**src/design/dhws_ram.sv**
```systemverilog
// ----------------------------------------------------------------------------
// dhws_ram
// Generic simple dual-port RAM, one write and one registered read port.
// A read of the address written in the same cycle returns the old word.
// ----------------------------------------------------------------------------
module dhws_ram #(
	parameter int WIDTH = 8,
	parameter int DEPTH = 16
) (
	input  logic                     clk,
	input  logic                     we,
	input  logic [$clog2(DEPTH)-1:0] waddr,
	input  logic [WIDTH-1:0]         wdata,
	input  logic [$clog2(DEPTH)-1:0] raddr,
	output logic [WIDTH-1:0]         rdata
);

	logic [WIDTH-1:0] mem [DEPTH];

	always_ff @(posedge clk) begin
		if (we) begin
			mem[waddr] <= wdata;
		end
		rdata <= mem[raddr];
	end

endmodule

```
**config.mk**
```make
export PLATFORM = sky130hd
export DESIGN_NAME = dhws_ram
export DESIGN_NICKNAME = d
export VERILOG_FILES = /design/src/design/dhws_ram.sv
export SDC_FILE = /design/constraint.sdc
export NUM_CORES = 1
export LEC_CHECK = 0
export BUFFER_PORTS_ARGS = -buffer_cell sky130_fd_sc_hd__buf_2
export CAP_MARGIN = 20
export CORE_ASPECT_RATIO = 0.7
export CORE_MARGIN = 2
export CORE_UTILIZATION = 30
export DETAILED_ROUTE_END_ITERATION = 10
export PLACE_DENSITY = 0.52
export SKIP_LAST_GASP = 1
export SLEW_MARGIN = 20
export SYNTH_ARGS = -nofsm -noshare
export SYNTH_HDL_FRONTEND = slang
export SYNTH_SLANG_ARGS = --single-unit
```
**constraint.sdc**
```tcl
create_clock -name clk -period 3.43 [get_ports clk]
set_clock_uncertainty 0.1 [all_clocks]
set_input_delay 0.1715 -clock clk [delete_from_list [all_inputs] [get_ports clk]]
set_output_delay 0.1715 -clock clk [all_outputs]
set_load 0.05 [all_outputs]
```
## Word-level counts from Yosys, hierarchy flattened

Memories as Yosys holds them, arrays and structs flattened. A register that Yosys moved wholly into a read port is not among the register bits.
Cells that the tools add are included.

- Flip-flop bits (word level): 0
- Latch bits: 0
- RAM bits: 128
- ROM bits: 0
- Bits of input ports: 18
- Output and inout port bits: 8
- Logic and storage cells: 3
- Memories kept: 1

- Add/sub/neg operators: 0
- Multipliers: 0
- Div/mod/pow operators: 0
- Order comparisons: 0
- Equal/unequal tests: 0
- Shift operators: 0
- Muxes and demuxes: 2
- Bitwise gates (word level): 0
- Reduce and logical (&&, ||, !) cells: 0

Memories:

| memory | depth | width | rd ports | clocked after Yosys merged registers in | write ports | RTL line | RTL |
|---|---|---|---|---|---|---|---|
| mem | 16 | 8 | 1 | 1 | 1 | 18 | `logic [WIDTH-1:0] mem [DEPTH];` |

Operators by type and width:

| cell | count |
|---|---|
| $mux W1 | 2 |

## Logic depth before layout (Yosys ltp)

Gate-level depths: netlist of the first run.

- Depth in word-level cells: 2
- Depth in mapped cells: 5
- Mapped depth without buffers: 3

## Least setup slack after synthesis of the first run

No wires, ideal clock.

- Kind: in2reg
- From: input port waddr[2]
- To: memory mem[0][0], enable pin
- Setup time: 0.383 ns
- Data arrival time: 1.281 ns
- Required time: 2.947 ns
- Slack: 1.666 ns
- Stages on the path: 2
- Path buffers: 0
- Path through: or3b_2 > nor3_1

RTL lines:

| item | RTL line | RTL |
|---|---|---|
| start: declaration | 12 | `input logic [$clog2(DEPTH)-1:0] waddr,` |
| end: declaration | 18 |  |

Straight into the memory's write port.

==> Flow_metrics.wiki, run 1 <==
{| class="wikitable"
! Metric !! Value
|-
| Result of the run || finished clean
|-
| Leading cell type by number of instances after synthesis || edfxtp_1
|-
| Cell depth of the worst flop-to-flop path || 3
|-
| Total negative setup slack || 0 ns
|-
| Overall via count from detail_route || 2365
|-
| XOR/XNOR share of the synthesized area || 0%
|-
| Dominant combinational cell family by area after synthesis || multiplexers
|-
| Setup repair bufs after CTS || 0
|-
| Share of the synthesized area in the top cell type || about 75%
|-
| Clock edge transition at the registers on the reported setup and hold paths || 0.06 ns
|-
| Multiplexer fraction of the synthesized cell area || about 15%
|-
| Worst setup SP type || input pin
|-
| Overall routing resource usage || between 10% and 20%
|-
| TritonCTS Buffers || 17
|-
| CP Class || input pin to flop
|-
| Synthesized instance count || roughly 230
|-
| Max Root-Sink Buffers || 2
|-
| Initial standard-cell utilization of the core || between 30% and 40%
|-
| Die height || 113.6 um
|-
| Maximum number of pins on one net before global-route repair || 33
|-
| Count of distinct cell types in the synthesized netlist || 19
|-
| Die Span X || between 150 and 200 um
|-
| Fillcell total || 1535
|-
| Multi-input gate area || between 1000 and 1500 um2
|-
| Maximum level of the CTS H-tree || 4
|-
| Number of max-capacitance violations reported || 0
|-
| Wirelength per Cell || 20.10 um
|-
| Number of ports placed on the die boundary || 26
|-
| Via count of the first global-routing pass || 2453
|-
| Slew margin rel. || roughly a third
|-
| Average instance area after synthesis || 22.48 um2
|-
| Count of hold-fix buffers inserted at cts || 0
|-
| Final ANT Viol Nets || 0
|-
| Period utilisation layout || 51.76%
|-
| Core box area || roughly 17000 um2
|-
| Detailed-placement wirelength estimate || 6.819 mm
|-
| Hold Path Depth || 1
|-
| Net total in the final layout || 287
|-
| Area growth from synthesis to final layout || 19.96%
|-
| Register area share after synthesis || 77.78%
|-
| Most area-hungry cell type in the Yosys netlist || edfxtp_1
|-
| Number of max-slew violations in the final report || 0
|-
| Power density normalized to cell area || 654.8 nW/um2
|-
| Number of antenna violations at the first check in global routing || 1
|-
| Flop and latch count out of synthesis || 136
|-
| Clock root cell || clkbuf_16
|-
| Post-synth ARST share || 0%
|-
| 1st-pass router iterations || 4
|-
| Number of design-rule violations left by the first detailed-router iteration || 146
|-
| Critical-path maximum fanout || 24
|-
| WP data arrival || between 1.5 and 2 ns
|-
| Post-synth design cell area || 5147 um2
|-
| Fraction of final layout cells with drive strength greater than 1 || between 20% and 30%
|-
| Most common library cells after synthesis || edfxtp_1 (128), mux4_2 (18), a22oi_1 (16)
|-
| Site Rows || 40
|-
| Final worst path period need || 1.775 ns
|-
| End-of-flow core utilization || approximately 36%
|-
| Kind of path behind the tightest hold check || input pin to flop
|-
| Final Routed Wirelength || approximately 10 mm
|-
| RSZ-0062 raised after global routing || no
|-
| Number of synthesized flops with an enable pin || 128
|-
| Final Hold Violating Endpoints || 0
|-
| Kind of end point of the critical path || flop
|-
| Total gr overflow || 0
|-
| Complex-gate fraction of the synthesized area || around 2.3%
|-
| Synth Net Count || between 200 and 250
|-
| Required arrival time at the worst endpoint || 3.62 ns
|-
| TritonCTS Sinks || 136
|-
| DRC violations left || 0
|-
| Number of port buffers || 25
|-
| Most used flip-flop cell after synthesis || edfxtp_1
|-
| Via-per-instance ratio || roughly 4.6
|-
| Number of endpoints failing setup at the final stage || 0
|-
| Source-to-sink clock delay at the later pin of the worst-skew pair || 0.41 ns
|-
| Upper clock frequency limit || 563.3 MHz
|-
| Post-synthesis adder-cell area fraction || 0%
|-
| Quantity of gates resized following cts || 0
|-
| CTS tree || yes
|-
| Sequential Area || 4004 um2
|-
| Wire length of the first global-routing pass || between 15 and 20 mm
|-
| Area of the die || ~18000 um2
|-
| Number of synthesis warnings || 0
|-
| Share of synthesized cell area in and, or, nand and nor gates || 3.184%
|-
| Worst-Margin Slew || 1.003 ns
|-
| Leakage || 2.036 nW
|-
| Leading cell types by total area after synthesis || edfxtp_1 (75%), mux4_2 (7.9%), mux4_1 (7.1%), dfxtp_1 (3.1%), a22oi_1 (2.3%)
|-
| Worst IR drop on VDD || 0.2926 mV
|-
| Routability-driven placement congestion ratio || roughly 0.7
|}
[stage by stage]
stage | instance area, um2 | setup slack, ns | total power [mW] | hold WS (ns) | std cells
3_5_place_dp | 5520 | 1.205 | 2.110 | 0.4746 | 481
5_1_grt | 6172 | 1.492 | 4.167 | 0.05243 | 513
4_1_cts | 6172 | 1.632 | 4.085 | 0.03673 | 513
3_3_place_gp | 5520 | 1.221 | 2.108 | 0.4692 | 481
2_1_floorplan | 5147 | 1.666 | 2.034 | 0.1704 | 229
6_report | 6175 | 1.655 | 4.043 | 0.04816 | 514
[sequential cells by signal, indices dropped and copies added, names as in the netlist]
| register | count |
|---|---|
| mem | 128 |
| rdata | 8 |
[report_power, final]
group	internal (mW)	leakage [nW]	switching, mW
clock	1.30	0.311	0.675
combinational	0.0686	0.501	0.132
sequential	1.86	1.22	0.0122
total	3.22	2.04	0.819
[path summary, 6_finish.rpt]
check	startpoint	to	slack, ns
worst max-delay path	raddr[0]	rdata[4]$_DFF_P_	1.65
worst min-delay path	wdata[3]	mem[2][3]$_DFFE_PP_	0.05
worst max register to register	mem[9][1]$_DFFE_PP_	rdata[1]$_DFF_P_	2.00
worst min register to register	mem[7][3]$_DFFE_PP_	rdata[3]$_DFF_P_	0.57
[worst max-delay path, cell delays in order]
cell	delay, ns
buf_2	0.63
buf_4	0.28
mux4_2	0.51
a22oi_1	0.25
nand2_1	0.09
[per-layer routing]
metal | vias up | part of all wire [%] | global-route usage (%)
li1 | 1059 | - | -
met1 | 1249 | 50 | 17.68
met2 | 47 | 44 | 17.84
met3 | 10 | 4.8 | 4.073
met4 | 0 | 0.99 | 3.243
met5 | - | 0 | 0
[cell usage in the layout (no fill, tap or decap)]
master / n
diode_2: 1
clkbuf_1: 1
or3b_2: 1
buf_4: 6
nor3_1: 4
mux4_1: 14
nor2b_1: 1
nand3b_1: 2
and2_1: 1
nand2b_1: 2
a22oi_1: 16
buf_2: 25
mux4_2: 18
clkinvlp_4: 2
bufinv_16: 5
clkbuf_16: 17
nor2_1: 13
dfxtp_1: 8
inv_6: 2
clkinv_4: 4
nand2_1: 9
clkinv_2: 1
nand3_1: 1
edfxtp_1: 128
and2b_1: 1
[cells by family (layout without fill, tap and decap cells)]
| logic type | after synthesis | after routing |
|---|---|---|
| AO/OA/AOI/OAI | 16 | 16 |
| buffers and inverters | 10 | 63 |
| AND/OR/NAND/NOR | 35 | 35 |
| flip-flops | 136 | 136 |
| other | 0 | 1 |
| multiplexers | 32 | 32 |
[final cells by class]
cell class              count  share of cell area (%)
flip-flops and latches    136                   64.84
multi-input cells          83                   17.12
clock buffers              18                   6.950
well taps                 231                   4.681
clock inverters            14                   3.607
repair buffers             31                   2.756
diodes                      1                 0.04053
(Power assumes the default switching activity.)
==> inputs of run 2 (changes only) <==
--- a/config.mk
+++ b/config.mk
@@ -11,7 +11,7 @@
 export CORE_MARGIN = 2
 export CORE_UTILIZATION = 30
 export DETAILED_ROUTE_END_ITERATION = 10
-export PLACE_DENSITY = 0.52
+export PLACE_DENSITY = 0.53
 export SKIP_LAST_GASP = 1
 export SLEW_MARGIN = 20
 export SYNTH_ARGS = -nofsm -noshare
==> constraint.sdc (replaced) <==
create_clock -name clk -period 1.5 [get_ports clk]
set_clock_uncertainty 0.1 [all_clocks]
set_input_delay 0.075 -clock clk [delete_from_list [all_inputs] [get_ports clk]]
set_output_delay 0.075 -clock clk [all_outputs]
set_load 0.05 [all_outputs]
==> Flow_metrics.wiki, run 2 (synthesis results as in run 1) <==
{| class="wikitable"
! Metric !! Value
|-
| Power density normalized to cell area || roughly 1400 nW/um2
|-
| Register with the highest flop count || mem
|-
| Net total in the final layout || 311
|-
| Via-per-instance ratio || 4.579
|-
| TritonCTS Sinks || 136
|-
| Period utilisation layout || 96.83%
|-
| Slew margin rel. || 45.60%
|-
| Fraction of final layout cells with drive strength greater than 1 || a little under a third
|-
| Least setup slack across all paths after layout || 0.04751 ns
|-
| Slowest stage cell on the critical path || mux4_1
|-
| Detailed-placement wirelength estimate || approximately 7.2 mm
|-
| CP Class || flop to flop
|-
| Worst-Margin Slew || between 0.8 and 0.9 ns
|-
| Final ANT Viol Nets || 0
|-
| Cell family with most CP delay || multiplexers
|-
| Top library cells by usage in the layout, fill and taps aside || edfxtp_1 (128), buf_2 (25), buf_4 (19), mux4_2 (18), clkbuf_16 (17)
|-
| Fillcell total || ~1600
|-
| Max Root-Sink Buffers || 2
|-
| CTS tree || yes
|-
| Die height || 113.6 um
|-
| TritonCTS Buffers || 17
|-
| Number of antenna violations at the first check in global routing || 2
|-
| Final worst path period need || 1.452 ns
|-
| Placed cell count || 497
|-
| Kind of path behind the tightest hold check || input pin to flop
|-
| Source-to-sink clock delay at the later pin of the worst-skew pair || 0.40 ns
|-
| Site Rows || 40
|-
| Non-filler cells, final || 539
|-
| Final Routed Wirelength || 10.57 mm
|-
| Wirelength per Cell || 19.60 um
|-
| Via count of the first global-routing pass || approximately 2600
|-
| Maximum level of the CTS H-tree || 4
|-
| Area growth from synthesis to final layout || 23.63%
|-
| Worst setup SP type || flop
|-
| Critical-path maximum fanout || 1
|-
| WP data arrival || 1.63 ns
|-
| DRC violations left || 0
|-
| Leakage || between 2 and 2.5 nW
|-
| Flip-flop count of the largest register, all copies and words added || 128
|-
| Number of ports placed on the die boundary || 26
|-
| Final Hold Violating Endpoints || 0
|-
| Overall via count from detail_route || roughly 2500
|-
| Required arrival time at the worst endpoint || around 1.7 ns
|-
| Core box area || ~17000 um2
|-
| Total gr overflow || 0
|-
| Routability-driven placement congestion ratio || 0.7259
|-
| Series of cell instances along the critical path || mux4_1, a22oi_2, nand2_1
|-
| Overall routing resource usage || between 10% and 20%
|-
| Result of the run || finished clean
|-
| Kind of end point of the critical path || flop
|-
| Most common cell after layout, fill and taps aside || edfxtp_1
|-
| Final total power || between 8 and 9 mW
|-
| Area of the die || 18240 um2
|-
| Number of max-slew violations in the final report || 0
|-
| Clock edge transition at the registers on the reported setup and hold paths || ~0.06 ns
|-
| Worst IR drop on VDD || 0.7007 mV
|-
| Delay contributed by the slowest stage of the critical path || 0.56 ns
|-
| Clock root cell || clkbuf_16
|-
| Worst setup timing slack at the placement stage || -0.1360 ns
|-
| Die Span X || 160.6 um
|-
| Number of port buffers || 25
|-
| Registers with the most flip-flops || mem (128), rdata (8)
|-
| Number of endpoints failing setup at the final stage || 0
|-
| Number of design-rule violations left by the first detailed-router iteration || around 160
|-
| Wire length of the first global-routing pass || 16.11 mm
|-
| Setup repair bufs after CTS || 0
|-
| Buffering stage count on the worst path with inverters included || 0
|-
| RSZ-0062 raised after global routing || no
|-
| Number of max-capacitance violations reported || 0
|-
| Upper clock frequency limit || 688.5 MHz
|-
| Maximum number of pins on one net before global-route repair || 20
|-
| Initial standard-cell utilization of the core || between 30% and 40%
|-
| 1st-pass router iterations || 5
|}
run 2: changes by cell type in the layout (fill, tap and decap cells not counted), sizes merged:
cell	change
buf	+16
bufinv	-3
clkbuf	+7
clkinv	-4
clkinvlp	+2
diode	+1
dlygate4sd3	+8
inv	-2
run 2: report_power, final:
part	total (mW)	internal, mW	switching (mW)
clock network	4.01	2.58	1.44
registers	4.27	4.25	0.0234
logic	0.513	0.196	0.316
total	8.80	7.02	1.78
run 2: layout make-up:
| type | count | area, um2 | share of cell area, % |
|---|---|---|---|
| repair buffers | 55 | 407.9 | 6.410 |
| multi-input cells | 83 | 1077 | 16.93 |
| diodes | 2 | 5.005 | 0.07865 |
| clock inverters | 7 | 95.09 | 1.494 |
| well taps | 231 | 289.0 | 4.542 |
| clock buffers | 25 | 485.5 | 7.629 |
| flip-flops and latches | 136 | 4004 | 62.92 |
run 2: metrics by stage:
step           TNS [ns]  cell area [um2]  hold slack, ns  util, %
2_1_floorplan         0             5152         0.07387        -
3_3_place_gp    -0.4985             5683          0.3644    33.50
3_5_place_dp    -0.4314             5683          0.3675    33.50
4_1_cts               0             6349          0.1231    37.42
5_1_grt               0             6364          0.1471    37.51
6_report              0             6364          0.1375    37.51
run 2: tightest hold or removal path: cells and delay by family:
family                 cells  cell delay, ns
buffers and inverters      2            0.33
and+or+nand+nor            1            0.06
run 2: routing by layer:
layer / global-route usage [%] / share of wire, % / vias to the layer above
li1: - / - / 1103
met5: 0 / 0 / -
met3: 3.273 / 6.5 / 8
met4: 5.345 / 0.96 / 0
met1: 18.76 / 50 / 1283
met2: 16.95 / 43 / 74
run 2: worst paths after layout:
path,start,to,slack [ns],depth (start not counted)
max reg2reg,mem[9][5]$_DFFE_PP_,rdata[5]$_DFF_P_,0.05,3
min reg2reg,mem[14][0]$_DFFE_PP_,rdata[0]$_DFF_P_,0.57,3
max,mem[9][5]$_DFFE_PP_,rdata[5]$_DFF_P_,0.05,3
min,waddr[0],mem[0][0]$_DFFE_PP_,0.14,3
run 2: repair_timing:
| action | 4_1_cts | 5_1_grt |
|---|---|---|
| hold buffers | 8 | 0 |
| setup endpoints to repair | 1 | 2 |
| hold endpoints to repair | 128 | 0 |
| gates resized for setup | 1 | 2 |
| gates cloned | 0 | 0 |
==> inputs of run 3 (changes only) <==
--- a/config.mk
+++ b/config.mk
@@ -5,6 +5,7 @@
 export SDC_FILE = /design/constraint.sdc
 export NUM_CORES = 1
 export LEC_CHECK = 0
+export ABC_AREA = 1
 export BUFFER_PORTS_ARGS = -buffer_cell sky130_fd_sc_hd__buf_2
 export CAP_MARGIN = 20
 export CORE_ASPECT_RATIO = 0.7
==> Flow_metrics.wiki, run 3 <==
{| class="wikitable"
! Metric !! Value
|-
| Wirelength per Cell || 16.00 um
|-
| Power density normalized to cell area || 1275 nW/um2
|-
| Via-per-instance ratio || 4.385
|-
| Routed wl met3 || 1.058 mm
|-
| Final total power || ~9 mW
|-
| WP data arrival || 1.11 ns
|-
| Clock edge transition at the registers on the reported setup and hold paths || 0.06 ns
|-
| Period utilisation layout || 85.71%
|-
| CTS tree || yes
|-
| Maximum level of the CTS H-tree || 4
|-
| Detailed-placement wirelength estimate || approximately 8.8 mm
|-
| Total gr overflow || 0
|-
| Worst IR drop on VDD || 0.7898 mV
|-
| Placement-stage cell area || 6259 um2
|-
| Register with the highest flop count || mem
|-
| Top library cells by usage in the layout, fill and taps aside || nand2_1 (173), edfxtp_1 (128), inv_1 (100), nand3_1 (97), buf_2 (25)
|-
| Fraction of final layout cells with drive strength greater than 1 || approximately 13%
|-
| Series of cell instances along the critical path || buf_2
|-
| Source-to-sink clock delay at the later pin of the worst-skew pair || 0.41 ns
|-
| Routability-driven placement congestion ratio || 0.7492
|-
| Max Root-Sink Buffers || 2
|-
| Average instance area after synthesis || 10.47 um2
|-
| Post-Route M1 WL || 6.676 mm
|-
| Number of antenna violations at the first check in global routing || 0
|-
| Delay contributed by the slowest stage of the critical path || 0.41 ns
|-
| Initial standard-cell utilization of the core || a little over 30%
|-
| Slew margin rel. || 77.94%
|-
| Final Hold Violating Endpoints || 0
|-
| Net total in the final layout || just over 600
|-
| Most area-hungry cell type in the Yosys netlist || edfxtp_1
|-
| Most common cell after layout, fill and taps aside || nand2_1
|-
| Clock root cell || clkbuf_16
|-
| Final worst path period need || 1.286 ns
|-
| Quantity of gates resized following cts || 0
|-
| Synth Net Count || 569
|-
| Total negative setup slack || 0 ns
|-
| Worst reg2reg path endpoint || rdata[3]$_DFF_P_
|-
| Overall routing resource usage || 14.66%
|-
| Overall via count from detail_route || 3767
|-
| Flip-flop count of the largest register, all copies and words added || 128
|-
| Synthesized instance count || 551
|-
| Number of design-rule violations left by the first detailed-router iteration || 396
|-
| Number of ports placed on the die boundary || 26
|-
| TritonCTS Sinks || ~140
|-
| CP Class || flop to output pin
|-
| Die Span X || 169.7 um
|-
| Met2 routed WL || between 5 and 6 mm
|-
| Via count of the first global-routing pass || 3778
|-
| R2r startpoint || mem[7][3]$_DFFE_PP_
|-
| Worst setup SP type || flop
|-
| Number of max-capacitance violations reported || 0
|-
| Kind of path behind the tightest hold check || input pin to flop
|-
| Slowest stage cell on the critical path || dfxtp_1
|-
| Result of the run || finished clean
|-
| Most used flip-flop cell after synthesis || edfxtp_1
|-
| Maximum number of pins on one net before global-route repair || 65
|-
| Number of max-slew violations in the final report || 0
|-
| Hold Path Sink || rdata[1]$_DFF_P_
|-
| Most common library cells after synthesis || nand2_1 (173), edfxtp_1 (128), inv_1 (100)
|-
| Flop-to-flop setup slack || 0.39 ns
|-
| Worst-Margin Slew || around 0.33 ns
|-
| Buffering stage count on the worst path with inverters included || 1
|-
| Cell depth of the worst flop-to-flop path || 6
|-
| Core box area || 18870 um2
|-
| RSZ-0062 raised after global routing || no
|-
| Flop and latch count out of synthesis || 136
|-
| Registers with the most flip-flops || mem (128), rdata (8)
|-
| 1st-pass router iterations || 4
|-
| Register area share after synthesis || approximately 70%
|-
| Final Routed Wirelength || between 10 and 15 mm
|-
| Critical-path maximum fanout || 1
|-
| Leading cell type by number of instances after synthesis || nand2_1
|-
| Area of the die || 20370 um2
|-
| Required arrival time at the worst endpoint || approximately 1.3 ns
|-
| Share of the synthesized area in the top cell type || approximately two thirds
|-
| Worst hold slack after final layout || slightly below 0.05 ns
|-
| Post-synth design cell area || 5767 um2
|-
| Number of synthesis warnings || 0
|-
| Leading cell types by total area after synthesis || edfxtp_1 (67%), nand2_1 (11%), nand3_1 (8.4%), inv_1 (6.5%), dfxtp_1 (2.8%)
|-
| Final ANT Viol Nets || 0
|-
| DRC violations left || 0
|-
| Upper clock frequency limit || 777.8 MHz
|-
| Final design instance area without fill || 6903 um2
|-
| Number of endpoints failing setup at the final stage || 0
|-
| Launch instance of the worst min-delay path || raddr[2]
|-
| Cell family with most CP delay || flip-flops
|-
| TritonCTS Buffers || 17
|-
| Die height || 120 um
|-
| Kind of end point of the critical path || output pin
|-
| Count of distinct cell types in the synthesized netlist || 12
|-
| Leakage || 2.961 nW
|-
| Hold Path Depth || 5
|-
| Number of port buffers || 25
|-
| Uppermost signal routing layer after detailed routing || met4
|-
| Antenna diode instance count || 0
|-
| Site Rows || 42
|-
| Post-synth ARST share || 0%
|-
| Number of synthesized flops with an enable pin || 128
|-
| Wire length of the first global-routing pass || 21.69 mm
|-
| Area growth from synthesis to final layout || 19.70%
|}
run 3: worst max path at each step:
stage / startpoint / endpoint / slack [ns] / cells after the start
2_1_floorplan: waddr[2] / mem[10][0]$_DFFE_PP_ / 0.37 / 2
3_3_place_gp: raddr[0] / rdata[3]$_DFF_P_ / 0.24 / 7
3_5_place_dp: raddr[0] / rdata[3]$_DFF_P_ / 0.22 / 7
4_1_cts: rdata[6]$_DFF_P_ / rdata[6] / 0.17 / 1
5_1_grt: rdata[6]$_DFF_P_ / rdata[6] / 0.17 / 1
6_report: rdata[6]$_DFF_P_ / rdata[6] / 0.21 / 1
run 3: stage by stage:
step | utilization (%) | setup WS [ns] | cells
final | 36.59 | 0.2143 | 859
after global routing | 36.59 | 0.1730 | 859
after CTS | 36.59 | 0.1716 | 859
after detailed placement | 33.17 | 0.2180 | 818
after global placement | 33.17 | 0.2352 | 818
after floorplan | - | 0.3742 | 551
run 3: layout make-up:
type	instances	area [um2]
Inverter	102	382.9
Clock buffer	17	425.4
Multi-Input combinational cell	289	1214
Clock inverter	15	128.9
Tap cell	242	302.8
Sequential cell	136	4004
Timing Repair Buffer	58	445.4
Fill cell	1848	11960
run 3: tightest hold or removal path, cell delays in order:
cell and delay (ns):
buf_2 0.10, inv_1 0.11, nand3_1 0.11, nand3_1 0.07, nand2_1 0.06
run 3: cells by family after synthesis:
family | Yosys count | share of synthesized area (%)
buffers and inverters | 126 | 9.525
DFF | 136 | 69.43
and+or+nand+nor | 289 | 21.05
run 3: layer usage:
layer	track usage, %	vias to the layer above
met3	2.968	17
li1	-	1878
met1	21.73	1777
met4	5.556	0
met2	21.05	95
met5	0	-
run 3: what timing repair did:
action,CTS,global route
buffers inserted,0,0
hold buffers,9,0
hold endpoints to repair,135,0
run 3: power breakdown:
part	internal [mW]	switching, mW	leakage [nW]	total (mW)
clock	2.28	1.62	0.266	3.90
combinational	0.183	0.435	1.47	0.618
sequential	4.25	0.0347	1.22	4.28
total	6.71	2.09	2.96	8.80
