## src/design/dhws_pkg.sv

```systemverilog
// ----------------------------------------------------------------------------
// dhws_pkg
// Shared constants, state encodings and control groups of the dominant hue
// window search block.
// ----------------------------------------------------------------------------
package dhws_pkg;

	localparam int HUE_BINS_DEF   = 360;
	localparam int COUNT_BITS_DEF = 24;
	localparam int FINAL_SPAN     = 5;
	localparam int HUE_W          = 9;

	typedef enum logic [2:0] {
		C_CLEAR,
		C_ACCUM,
		C_FLUSH,
		C_SEARCH,
		C_RESULT
	} ctl_state_t;

	typedef enum logic [2:0] {
		S_IDLE,
		S_INIT,
		S_SLIDE,
		S_DRAIN,
		S_NEXT,
		S_FINAL,
		S_FDRAIN,
		S_DONE
	} srch_state_t;

	typedef enum logic [2:0] {
		TAG_NONE,
		TAG_INIT,
		TAG_INIT_LAST,
		TAG_IN,
		TAG_OUT,
		TAG_FINAL,
		TAG_FINAL_FIRST
	} rd_tag_t;

	typedef struct packed {
		logic take;
		logic clr_any;
	} acc_ctl_t;

	typedef struct packed {
		logic any_chromatic;
		logic last_taken;
	} acc_sts_t;

endpackage

```

## src/design/dhws_pix_if.sv

```systemverilog
// ----------------------------------------------------------------------------
// dhws_pix_if
// Pixel channel: one hue word per transfer with achromatic and last marks.
// ----------------------------------------------------------------------------
interface dhws_pix_if;
	logic                       valid;
	logic                       ready;
	logic [dhws_pkg::HUE_W-1:0] hue;
	logic                       achromatic;
	logic                       last;

	modport source (output valid, output hue, output achromatic, output last, input ready);
	modport sink (input valid, input hue, input achromatic, input last, output ready);
endinterface

```

## src/design/dhws_accum.sv

```systemverilog
// ----------------------------------------------------------------------------
// dhws_accum
// Histogram update: read the bin of each accepted pixel, add one with
// saturation in the next cycle and write back for chromatic in-range hues only, forwarding the previous write.
// ----------------------------------------------------------------------------
module dhws_accum #(
	parameter int HUE_BINS   = dhws_pkg::HUE_BINS_DEF,
	parameter int COUNT_BITS = dhws_pkg::COUNT_BITS_DEF
) (
	input  logic                        clk,
	input  logic                        arst_n,
	dhws_pix_if.sink                    pix,
	input  dhws_pkg::acc_ctl_t          ctl,
	output dhws_pkg::acc_sts_t          sts,
	output logic [$clog2(HUE_BINS)-1:0] raddr,
	input  logic [COUNT_BITS-1:0]       rdata,
	output logic                        we,
	output logic [$clog2(HUE_BINS)-1:0] waddr,
	output logic [COUNT_BITS-1:0]       wdata
);
	import dhws_pkg::*;

	localparam int ADDR_W = $clog2(HUE_BINS);

	logic                  take;
	logic                  hit;
	logic                  vld_s1;
	logic [ADDR_W-1:0]     hue_s1;
	logic                  fwd_vld_q;
	logic [ADDR_W-1:0]     fwd_addr_q;
	logic [COUNT_BITS-1:0] fwd_data_q;
	logic                  any_q;
	logic [COUNT_BITS-1:0] old_cnt;
	logic [COUNT_BITS-1:0] new_cnt;

	assign pix.ready = ctl.take;
	assign take      = pix.valid && pix.ready;
	assign hit       = !pix.achromatic && (32'(pix.hue) < 32'(HUE_BINS));
	assign raddr     = ADDR_W'(pix.hue);

	assign old_cnt = (fwd_vld_q && fwd_addr_q == hue_s1) ? fwd_data_q : rdata;
	assign new_cnt = (old_cnt == '1) ? old_cnt : old_cnt + COUNT_BITS'(1);

	assign we    = vld_s1;
	assign waddr = hue_s1;
	assign wdata = new_cnt;

	assign sts.any_chromatic = any_q;
	assign sts.last_taken    = take && pix.last;

	always_ff @(posedge clk or negedge arst_n) begin
		if (!arst_n) begin
			vld_s1    <= 1'b0;
			fwd_vld_q <= 1'b0;
			any_q     <= 1'b0;
		end else begin
			vld_s1    <= take && hit;
			fwd_vld_q <= vld_s1;
			if (ctl.clr_any) begin
				any_q <= 1'b0;
			end else if (take && hit) begin
				any_q <= 1'b1;
			end
		end
	end

	always_ff @(posedge clk) begin
		hue_s1     <= raddr;
		fwd_addr_q <= hue_s1;
		fwd_data_q <= new_cnt;
	end

endmodule

```

## src/flat_wrapper.sv

```systemverilog
// flat-port wrapper written by rule: the top's interface ports become plain ports
module dhws_accum_flat import dhws_pkg::*;
#(
	parameter int HUE_BINS   = dhws_pkg::HUE_BINS_DEF,
	parameter int COUNT_BITS = dhws_pkg::COUNT_BITS_DEF
)
  (clk, arst_n, ctl, sts, raddr, rdata, we, waddr, wdata, pix_valid, pix_hue, pix_achromatic, pix_last, pix_ready);
  dhws_pix_if pix_i ();
  input  logic clk;
  input  logic arst_n;
  input  dhws_pkg::acc_ctl_t ctl;
  output dhws_pkg::acc_sts_t sts;
  output logic [$clog2(HUE_BINS)-1:0] raddr;
  input  logic [COUNT_BITS-1:0] rdata;
  output logic we;
  output logic [$clog2(HUE_BINS)-1:0] waddr;
  output logic [COUNT_BITS-1:0] wdata;
  input wire logic [$bits(pix_i.valid)-1:0] pix_valid;
  input wire logic [$bits(pix_i.hue)-1:0] pix_hue;
  input wire logic [$bits(pix_i.achromatic)-1:0] pix_achromatic;
  input wire logic [$bits(pix_i.last)-1:0] pix_last;
  output wire logic [$bits(pix_i.ready)-1:0] pix_ready;
  assign pix_i.valid = pix_valid;
  assign pix_i.hue = pix_hue;
  assign pix_i.achromatic = pix_achromatic;
  assign pix_i.last = pix_last;
  assign pix_ready = pix_i.ready;
  dhws_accum #(.HUE_BINS(HUE_BINS), .COUNT_BITS(COUNT_BITS)) u_core (.clk(clk), .arst_n(arst_n), .pix(pix_i), .ctl(ctl), .sts(sts), .raddr(raddr), .rdata(rdata), .we(we), .waddr(waddr), .wdata(wdata));
endmodule
```

## config.mk

```make
export PLATFORM = sky130hd
export DESIGN_NAME = dhws_accum_flat
export DESIGN_NICKNAME = d
export VERILOG_FILES = /design/src/design/dhws_pkg.sv /design/src/design/dhws_pix_if.sv /design/src/design/dhws_accum.sv /design/src/flat_wrapper.sv
export SDC_FILE = /design/constraint.sdc
export NUM_CORES = 1
export LEC_CHECK = 0
export CORE_MARGIN = 2
export CORE_UTILIZATION = 50
export DETAILED_ROUTE_END_ITERATION = 12
export DONT_BUFFER_PORTS = 1
export HOLD_SLACK_MARGIN = 0.1
export PLACE_DENSITY = 0.63
export SETUP_SLACK_MARGIN = 0.05
export SYNTH_ARGS = -nofsm -noshare
export SYNTH_HDL_FRONTEND = slang
export SYNTH_SLANG_ARGS = --single-unit
```

## constraint.sdc

```tcl
create_clock -name clk -period 2.9 [get_ports clk]
set_clock_uncertainty 0.2 [all_clocks]
set_input_delay 0.435 -clock clk [delete_from_list [all_inputs] [get_ports clk]]
set_output_delay 0.435 -clock clk [all_outputs]
set_load 0.005 [all_outputs]
```

=== After elaboration in Yosys (flattened, before gate mapping) ===
Cells that the tools add are included.

* Reduce and logical (&&, ||, !) cells: 7
* $add $sub $neg: 1
* $lt $le $gt $ge: 1
* Multiplexer cells: 4
* Equal/unequal tests: 2

{| class="wikitable"
|+ Operators with widths
! cell !! count
|-
| 24-bit two-way mux || 2
|-
| 24-bit by 1-bit adder with 24-bit output (second input constant) || 1
|-
| 24-bit == test (second input constant) || 1
|-
| 9-bit == test || 1
|-
| 9-bit less-than comparator (second input constant) || 1
|-
| 1-bit logical AND || 5
|-
| 1-bit two-way mux || 2
|-
| 2-bit nonzero test || 1
|-
| 1-bit zero test || 1
|}

* Register bits after elaboration: 45
* Input port bits: 40

=== Longest topological paths before layout ===
Gate-level depths: netlist (run 1).

* Depth in word-level cells: 5
* Gate-level depth with buffers: 8
* Gate-level depth less buffers: 6

=== Worst setup path before layout (run 1) ===
Ideal clock, no wire load.

* Path kind: reg-to-output
* From: register u_core.hue_s1[5], in the netlist u_core.waddr[5]
* To: output port wdata[6]
* Buffers on the path: 2
* Slack: 0.575 ns
* Required time: 2.265 ns
* Arrival: 1.690 ns
* Cell stages (with the launch flop): 8
* Cells stage by stage: dfxtp_1 xnor2_1 nand4_1 nor3_2 buf_6 buf_2 mux2i_1 xor2_1

* Word-level cells in the longest chain between the ends: 5
* Elaborated cells between the ends (all ways): 6
* Classes of those cells: add/sub (1); eq/ne (2); mux (2); reduce/logical (1)

{| class="wikitable"
|+ RTL lines
! item !! line !! source
|-
| start, declared || dhws_accum.sv:28 || <nowiki>logic [ADDR_W-1:0] hue_s1;</nowiki>
|-
| start signal, assigned || dhws_accum.sv:68 || <nowiki>hue_s1 <= raddr;</nowiki>
|-
| 9-bit == test * || dhws_accum.sv:41 || <nowiki>assign old_cnt = (fwd_vld_q && fwd_addr_q == hue_s1) ? fwd_data_q : rdata;</nowiki>
|-
| 1-bit logical AND * || dhws_accum.sv:41 ||
|-
| 24-bit two-way mux * || dhws_accum.sv:41 ||
|-
| 24-bit by 1-bit adder with 24-bit output / 24-bit == test (equally long branches) || dhws_accum.sv:42 || <nowiki>assign new_cnt = (old_cnt == '1) ? old_cnt : old_cnt + COUNT_BITS'(1);</nowiki>
|-
| 24-bit two-way mux * || dhws_accum.sv:42 ||
|-
| end, declared || flat_wrapper.sv:17 || <nowiki>output logic [COUNT_BITS-1:0] wdata;</nowiki>
|}

Mark *: on every way between the ends. The rest lies on a longest branch, timed or not.

=== Worst setup path in the final report (run 1) ===
* From: register u_core.fwd_data_q[11]
* To: output port wdata[10]

* Word-level cells in the longest chain between the ends: 3

{| class="wikitable"
|+ RTL lines
! item !! line !! source
|-
| start, declared || dhws_accum.sv:31 || <nowiki>logic [COUNT_BITS-1:0] fwd_data_q;</nowiki>
|-
| start signal, assigned || dhws_accum.sv:70 || <nowiki>fwd_data_q <= new_cnt;</nowiki>
|-
| 24-bit two-way mux || dhws_accum.sv:41 ||
|-
| 24-bit == test || dhws_accum.sv:42 ||
|-
| 24-bit two-way mux || dhws_accum.sv:42 ||
|}

Every way passes these cells.

==> results of run 1 <==
per-layer routing:
metal	track usage, %	vias to the layer above
li1	-	927
met1	23.1	920
met4	4.73	0
met3	7.32	4
met2	33.2	85
met5	0	-
area by class of cell:
class / instances / share of cell area, %
Multi-Input combinational cell: 176 / 50.7
Sequential cell: 45 / 31.8
Timing Repair Buffer: 33 / 11.7
Clock buffer: 6 / 2.81
Tap cell: 52 / 2.22
Clock inverter: 2 / 0.554
Inverter: 2 / 0.256
power by group through the flow:
stage | combinational [µW] | sequential, µW | clock, µW
after floorplan | 88.6 | 692 | 0
after global placement | 91.0 | 698 | 0
after detailed placement | 91.2 | 699 | 0
after CTS | 103 | 684 | 428
after global routing | 129 | 693 | 456
final | 118 | 688 | 414
cell usage after synthesis, drive strengths merged:
cell    count  area share [%]
xor2       13             4.8
buf        15             4.6
a211oi      1            0.32
o21ba       1            0.43
nand4      18             6.7
and2        3            0.80
nand2      16             2.6
or4         1            0.32
mux2i      21             9.1
nand3b      2            0.64
and3        8             2.1
clkbuf      2            0.32
o31ai       2            0.85
o21a        2            0.64
a41oi       2            0.74
nor2       13             2.1
dfrtp       3             3.2
o221ai      1            0.37
nor4        3             2.3
a41o        1            0.43
a311oi      1            0.37
and4        7             2.6
nor2b       1            0.27
mux2        4             1.9
o21ai      10             2.3
dfxtp      42              36
xnor2      12             4.5
and4b       1            0.43
a21oi       7             1.5
a211o       1            0.37
inv         2            0.32
a31oi       1            0.27
a31o        1            0.37
o211ai      1            0.32
nand3      15             3.4
o211a       2            0.85
nor3        3            0.85
or3b        1            0.37
path summary, 6_finish.rpt:
kind                            cells after the start               endpoint  slack (ns)
worst min register to register                      0   u_core.fwd_addr_q[8]        0.19
min in group asynchronous                           1           u_core.any_q        0.19
worst max-delay path                                6              wdata[10]        0.10
max in group asynchronous                           1       u_core.fwd_vld_q        2.17
worst min-delay path                                1              u_core.we        0.16
worst max register to register                      7  u_core.fwd_data_q[16]        0.74
logic make-up (layout without fill, tap and decap cells):
kind of cell,count (synthesis),after routing,share of synthesized area (%)
XOR/XNOR,25,25,9.30
flip-flops,45,45,38.9
AO/OA/AOI/OAI,34,34,10.1
multiplexers,25,25,11.0
AND/OR/NAND/NOR,92,92,25.5
buffers and inverters,19,43,5.26
what timing repair did:
action,4_1_cts,5_1_grt
cloned,0,2
resized for setup,1,46
hold buffers,11,0
endpoints found under the hold margin,13,0
endpoints found under the setup margin,2,18
setup buffers,0,14
pin swaps,0,17
through the flow:
stage          setup WS, ns  power (µW)  instance area [µm²]  util (%)  instances
6_report              0.102        1220                 2930      66.0        316
5_1_grt              0.0124        1280                 2930      66.0        316
4_1_cts              0.0557        1220                 2580      58.1        300
3_5_place_dp          0.344         790                 2370      53.3        281
3_3_place_gp          0.355         789                 2370      53.3        281
2_1_floorplan         0.575         780                 2350         -        240
registers in the layout (all words and copies together) (netlist names):
signal and cells:
u_core.fwd_vld_q 1, u_core.waddr 9, u_core.any_q 1, u_core.fwd_addr_q 9, u_core.we 1, u_core.fwd_data_q 24
worst reg2reg max path: cells and delay by family, from the launching register on:
kind / cells / cell delay [ns]
compound gates: 1 / 0.20
simple gates: 2 / 0.45
mux: 1 / 0.32
xor+xnor: 1 / 0.20
flops: 1 / 0.35
buf+inv: 2 / 0.32
==> out/results.tsv, run 1 <==
metric	value	unit
run status	complete, no violations	
post-synthesis cell type count	48	
# diodes	0	
Pre-Repair DR Iteration Count	5	
Req. time, crit path	2.27	ns
vias in the first global route	1766	
root buf cell	clkbuf_8	
Setup Viol. Count Final	0	
Setup CP Type	reg2out	
Tot GR Track Use	19.5	%
Net Count, Synth	280	
Avg Vias per Cell	6.13	
Int Power	912	µW
hold slack	0.159	ns
syn avg cell area	9.81	µm²
maxcap violations	0	
Hold Path Class	in2reg	
clock slew at reported path FFs	0.10	ns
IO buf count	0	
number of remaining DRC errors	0	
Logic pwr share	9.6	%
GRT overflow	0	
endpoint class of the critical path	output port	
RSZ-0062 raised after global routing	yes	
DR WL/cell	17.3	µm
RD Place Congestion	0.832	
area of the multi-input gates	1490	µm²
TritonCTS buffer count	5	
Hold Fails Final Rpt	0	
Initial Util	53.0	%
Final nets	303	
global-route wire length before repair	8030	µm
Peak VDD IR	0.324	mV
DIE WIDTH	72.6	µm
DR WL met3	552	µm
area delta synth->final	24.6	%
met1 WL	2240	µm
proportion of layout cells with a drive suffix above 1	28.4	%
core box area	4440	µm²
most frequent cells in the layout	dfxtp_1 (32), buf_4 (17), nand2_1 (16)	
Ys Warns	0	
filler instances	352	
Arrival @ worst endpoint	2.16	ns
Final HPWL DP	3890	µm
Switch Pwr	307	µW
highest routed layer	met4	
Clock power frac	34.0	%
register area	933	µm²
Startpoint Class	flip-flop	
Final period util	96.5	%
clock sink total	45	
P_leak	0.00109	µW
critical path, cell by cell	nand4_1 > nor4_4 > nand3_2 > nor2b_4 > mux2_4 > o21ai_4	
TritonCTS clock tree	done	
Worst path top cell family by delay	simple AND/OR/NAND/NOR gates	
sequential share of the synthesized area	38.9	%
setup TNS	0	ns
CP max FO	5	
Reg-to-Reg Start	u_core.waddr[4]	
Synth Register Bits	45	
pwr/cell area	416	nW/µm²
most common cell after layout, fill and taps aside	dfxtp_1	
CP Launch Point	u_core.fwd_data_q[11]	
height of the chip	72.6	µm
Final min period	2.80	ns
cell row count	24	
post-synthesis instance area	2350	µm²
Routed Antenna Nets	0	
Buf+Inv Stages, Crit Path	0	
vias post-DR	1936	
H-tree levels	2	
Clock Tree Buf Depth	2	
worst hold path startpoint	ctl[1]	
fmax	357	MHz
initial antenna violation count	0	
Iteration-0 DRC Markers	130	
Net Sw Frac	25.2	%
slowest stage delay, CP	0.47	ns
largest net degree at the start of global routing	26	
crit path max-delay cell type	nor4_4	
Slew HR	67.7	%
worst skew pair latency	0.30	ns
max-slew violation count	0	
die area	5270	µm²
met2 routed WL	2660	µm
Worst-Margin Slew	0.480	ns
I/O pin cnt	86	
Synth Instances	240	
sequential share of power	56.4	%
drt total wl	5470	µm
Note: power is estimated with default switching activity, not from simulation.
==> run 2, diff against run 1 <==
--- a/config.mk
+++ b/config.mk
@@ -6,11 +6,10 @@
 export NUM_CORES = 1
 export LEC_CHECK = 0
 export CORE_MARGIN = 2
-export CORE_UTILIZATION = 50
+export CORE_UTILIZATION = 25
 export DETAILED_ROUTE_END_ITERATION = 12
 export DONT_BUFFER_PORTS = 1
-export HOLD_SLACK_MARGIN = 0.1
-export PLACE_DENSITY = 0.63
+export PLACE_DENSITY = 0.36
 export SETUP_SLACK_MARGIN = 0.05
 export SYNTH_ARGS = -nofsm -noshare
 export SYNTH_HDL_FRONTEND = slang
==> out/results.tsv, run 2 (synthesized netlist as in run 1, its figures left out) <==
metric	value	unit	change
Iteration-0 DRC Markers	73		-44%
Layout Cells excl Fill	370		+17%
Peak VDD IR	0.214	mV	-34%
Hold Fails Final Rpt	0		unchanged
hold slack	0.138	ns	-0.0207 ns
worst skew pair latency	0.31	ns	about the same
TritonCTS buffer count	5		unchanged
R2R depth	7		unchanged
Slew HR	77.8	%	+10 points
cell row count	35		+46%
Pre-Repair DR Iteration Count	4		-1
Final min period	2.84	ns	+0.0452 ns
largest register by flop count	u_core.fwd_data_q		
Tot GR Track Use	13.1	%	-6.3 points
Req. time, crit path	2.27	ns	about the same
root buf cell	clkbuf_8		
clock sink total	45		unchanged
post-layout util	33.0	%	-33 points
hold depth	2		+1
clock slew at reported path FFs	0.09	ns	about the same
RD Place Congestion	0.772		-7.2%
vias in the first global route	1888		+6.9%
height of the chip	101	µm	+39%
Final nets	298		-1.7%
initial antenna violation count	0		unchanged
RSZ-0062 raised after global routing	yes		
core box area	9200	µm²	+110%
most frequent cells in the layout	dfxtp_1 (31), nand2_1 (15), nand4_1 (15)		
Startpoint Class	flip-flop		
Avg Vias per Cell	5.03		-18%
Worst path top cell family by delay	simple AND/OR/NAND/NOR gates		
number of remaining DRC errors	0		unchanged
TritonCTS clock tree	done		
most common cell after layout, fill and taps aside	dfxtp_1		
Arrival @ worst endpoint	2.21	ns	+0.05 ns
Buf+Inv Stages, Crit Path	2		+2
pwr/cell area	435	nW/µm²	+4.6%
maxcap violations	0		unchanged
critical path, cell by cell	xnor2_2 > nand4_1 > nor3_4 > buf_4 > clkbuf_16 > mux2_2 > o21a_1		
I/O pin cnt	86		unchanged
global-route wire length before repair	10200	µm	+27%
Placed Cells incl. Taps	340		+21%
H-tree levels	2		unchanged
fmax	352	MHz	-1.6%
die area	10200	µm²	+94%
IO buf count	0		unchanged
Hold Path Class	in2reg		
P_leak	0.00107	µW	-2.1%
Largest register FFs	24		unchanged
critical path depth	7		+1
Worst-Margin Slew	0.329	ns	-0.151 ns
Setup CP Type	reg2out		
Final HPWL DP	4680	µm	+20%
Clock Tree Buf Depth	2		unchanged
area delta synth->final	28.9	%	
DR WL/cell	17.7	µm	+2.0%
Initial Util	25.6	%	-27 points
proportion of layout cells with a drive suffix above 1	31.3	%	+2.9 points
vias post-DR	1860		-3.9%
max-slew violation count	0		unchanged
crit path max-delay cell type	dfxtp_2		
CP max FO	5		unchanged
endpoint class of the critical path	output port		
GRT overflow	0		unchanged
# diodes	0		unchanged
drt total wl	6540	µm	+19%
Final Power	1320	µW	+8.2%
Setup Viol. Count Final	0		unchanged
largest net degree at the start of global routing	21		-19%
run status	complete, no violations		
Routed Antenna Nets	0		unchanged
slowest stage delay, CP	0.35	ns	-0.12 ns
Final period util	98.0	%	+1.6 points
setup TNS	0	ns	unchanged
DIE WIDTH	101	µm	+39%
-- run 2: cell count changes in the layout (fill, tap and decap cells not counted), sizes merged --
cell / change
clkinvlp: -1
clkbuf: -2
inv: +1
bufinv: +1
buf: -4
-- run 2: worst paths after layout --
check	slack, ns	to	startpoint
worst min register to register	0.19	u_core.fwd_addr_q[5]	u_core.waddr[5]
worst max register to register	0.69	u_core.fwd_data_q[16]	u_core.waddr[6]
worst min-delay path	0.14	u_core.fwd_data_q[9]	rdata[9]
max in group asynchronous	2.20	u_core.fwd_vld_q	arst_n
min in group asynchronous	0.16	u_core.any_q	arst_n
worst max-delay path	0.06	wdata[16]	u_core.waddr[6]
-- run 2: cell type report --
class,instances,area [µm²]
multi-input combinational,176,1530
timing repair buffer,28,308
tap,111,139
clock inverter,3,47.5
sequential,45,932
fill,941,6160
clock buffer,5,68.8
inverter,2,7.51
-- run 2: repair_timing --
action | CTS | global route
gates cloned | 2 | 1
hold endpoints to repair | 13 | 0
pin swaps | 2 | 12
hold buffers | 11 | 0
setup buffers | 0 | 8
resized for setup | 8 | 46
endpoints found under the setup margin | 9 | 24
-- run 2: worst reg2reg max path, cell delays in order, from the launching register on --
cell	delay (ns)
dfxtp_2	0.35
xnor2_2	0.14
nand4_1	0.18
nor3_4	0.35
buf_4	0.18
clkbuf_16	0.15
mux2_2	0.33
o21a_1	0.21
-- run 2: routing by layer --
layer  global-route usage (%)  vias up  share of wire (%)
li1                         -      920                  -
met1                     15.7      874                 42
met2                     21.3       59                 48
met3                     5.27        7                8.2
met4                     4.57        0                1.3
met5                        0        -                  0
-- run 2: stage by stage --
step                instance area (µm²)  setup slack, ns
floorplan                          2350            0.575
global placement                   2440            0.299
detailed placement                 2440            0.281
CTS                                2770           0.0257
global route                       3030          -0.0805
finish                             3030           0.0568
-- run 2: power by group --
group	switching, µW	internal [µW]
Clock	245	263
Sequential	33.1	656
Combinational	59.2	63.2
Total	337	982
==> run 3, diff against run 2 <==
==> constraint.sdc (replaced) <==
create_clock -name clk -period 2.9 [get_ports clk]
set_clock_uncertainty 0.2 [all_clocks]
set_input_delay 0.145 -clock clk [delete_from_list [all_inputs] [get_ports clk]]
set_output_delay 0.145 -clock clk [all_outputs]
set_load 0.005 [all_outputs]
==> out/results.tsv, run 3 (synthesized netlist as in run 1, its figures left out) <==
metric	value	unit	change
run status	complete, no violations		
Largest register FFs	24		unchanged
root buf cell	clkbuf_8		
setup TNS	0	ns	unchanged
cell row count	35		unchanged
final setup margin	0.273	ns	+0.216 ns
fmax	381	MHz	+8.2%
# diodes	0		unchanged
CP max FO	16		+11
maxcap violations	0		unchanged
initial antenna violation count	0		unchanged
R2R depth	7		unchanged
worst skew pair latency	0.31	ns	about the same
area delta synth->final	26.9	%	
Peak VDD IR	0.164	mV	-24%
vias in the first global route	1925		+2.0%
core box area	9200	µm²	unchanged
Hold Path Class	in2reg		
number of remaining DRC errors	0		unchanged
DR WL/cell	16.6	µm	-6.0%
pwr/cell area	447	nW/µm²	+2.9%
reg-to-reg slack, setup	0.27	ns	-0.42 ns
Worst-Margin Slew	0.538	ns	+0.209 ns
drt total wl	6430	µm	-1.7%
P_leak	0.00107	µW	+0.28%
H-tree levels	2		unchanged
Final HPWL DP	4740	µm	+1.1%
TritonCTS buffer count	5		unchanged
Initial Util	25.6	%	unchanged
GRT overflow	0		unchanged
IO buf count	0		unchanged
height of the chip	101	µm	unchanged
proportion of layout cells with a drive suffix above 1	11.2	%	-20 points
Avg Vias per Cell	4.91		-2.2%
Final min period	2.63	ns	-0.216 ns
global-route wire length before repair	10100	µm	-1.5%
largest register by flop count	u_core.fwd_data_q		
DIE WIDTH	101	µm	unchanged
Clock Tree Buf Depth	2		unchanged
Tot GR Track Use	12.9	%	-0.24 points
worst hold path startpoint	rdata[20]		
clock sink total	45		unchanged
Setup Viol. Count Final	0		unchanged
endpoint class of the critical path	flip-flop		
Slew HR	63.8	%	-14 points
Arrival @ worst endpoint	2.64	ns	+0.43 ns
vias post-DR	1902		+2.3%
RSZ-0062 raised after global routing	no		
TritonCTS clock tree	done		
die area	10200	µm²	unchanged
Worst Hold End	u_core.fwd_data_q[20]		
Final period util	90.6	%	-7.4 points
Iteration-0 DRC Markers	34		-53%
clock slew at reported path FFs	0.10	ns	about the same
Startpoint Class	flip-flop		
max-slew violation count	0		unchanged
RD Place Congestion	0.720		-6.8%
Reg-to-Reg End	u_core.fwd_data_q[16]		
Hold Fails Final Rpt	0		unchanged
Routed Antenna Nets	0		unchanged
I/O pin cnt	86		unchanged
Reg-to-Reg Start	u_core.waddr[3]		
Req. time, crit path	2.91	ns	+0.64 ns
Pre-Repair DR Iteration Count	4		unchanged
Setup CP Type	reg2reg		
dpl ws	0.551	ns	+0.270 ns
most frequent cells in the layout	dlygate4sd3_1 (41), dfxtp_1 (41), mux2i_1 (18)		
hold depth	3		+1
largest net degree at the start of global routing	25		+19%
Final nets	315		+5.7%
## run 3: worst max-delay path by stage
stage / start / endpoint / slack, ns / depth (start not counted)
after floorplan: u_core.waddr[5] / wdata[6] / 0.87 / 7
after global placement: u_core.waddr[3] / wdata[17] / 0.56 / 7
after detailed placement: u_core.waddr[3] / wdata[23] / 0.55 / 7
after CTS: u_core.waddr[3] / u_core.fwd_data_q[16] / 0.09 / 8
after global routing: u_core.waddr[4] / wdata[21] / 0.07 / 6
final: u_core.waddr[3] / u_core.fwd_data_q[16] / 0.27 / 7
## run 3: cell type report
class | count | area (µm²)
fillers | 979 | 6210
flip-flops and latches | 45 | 917
inverters | 2 | 7.51
clock inverters | 3 | 50.0
multi-input cells | 176 | 1340
repair buffers | 45 | 465
clock buffers | 5 | 68.8
well taps | 111 | 139
## run 3: stage by stage
step           total power [µW]  instance area [µm²]  hold WS [ns]  util (%)  cells
2_1_floorplan               780                 2350        -0.351         -    240
3_3_place_gp                793                 2410        -0.351      26.2    338
3_5_place_dp                793                 2410        -0.351      26.2    338
4_1_cts                    1370                 2940       0.00424      32.0    387
5_1_grt                    1410                 2990        0.0133      32.5    387
6_report                   1340                 2990       0.00396      32.5    387
## run 3: timing repair
action | in CTS | in global routing
buffers inserted | 0 | 0
resized for setup | 0 | 11
setup endpoints to repair | 0 | 8
hold buffers | 41 | 0
endpoints found under the hold margin | 37 | 0
## run 3: layer usage
layer,global-route usage [%],wire (µm),vias up
met2,20.7,3000,50
li1,-,-,949
met5,0,0,-
met3,5.27,476,5
met1,15.7,2880,898
met4,4.16,67,0
## run 3: critical path: stages (launching register included)
cell and delay [ns]:
dfxtp_1 0.40, xnor2_1 0.14, nand4_1 0.19, nor3_4 0.28
buf_12 0.20, mux2_2 0.34, o21a_1 0.21, dlygate4sd3_1 0.55
## run 3: power breakdown
part | switching [µW] | leakage, µW | total [µW] | internal, µW
clock | 248 | 0.0000603 | 513 | 264
sequential | 30.6 | 0.000395 | 685 | 654
combinational | 61.2 | 0.000616 | 139 | 78.2
total | 340 | 0.00107 | 1340 | 997
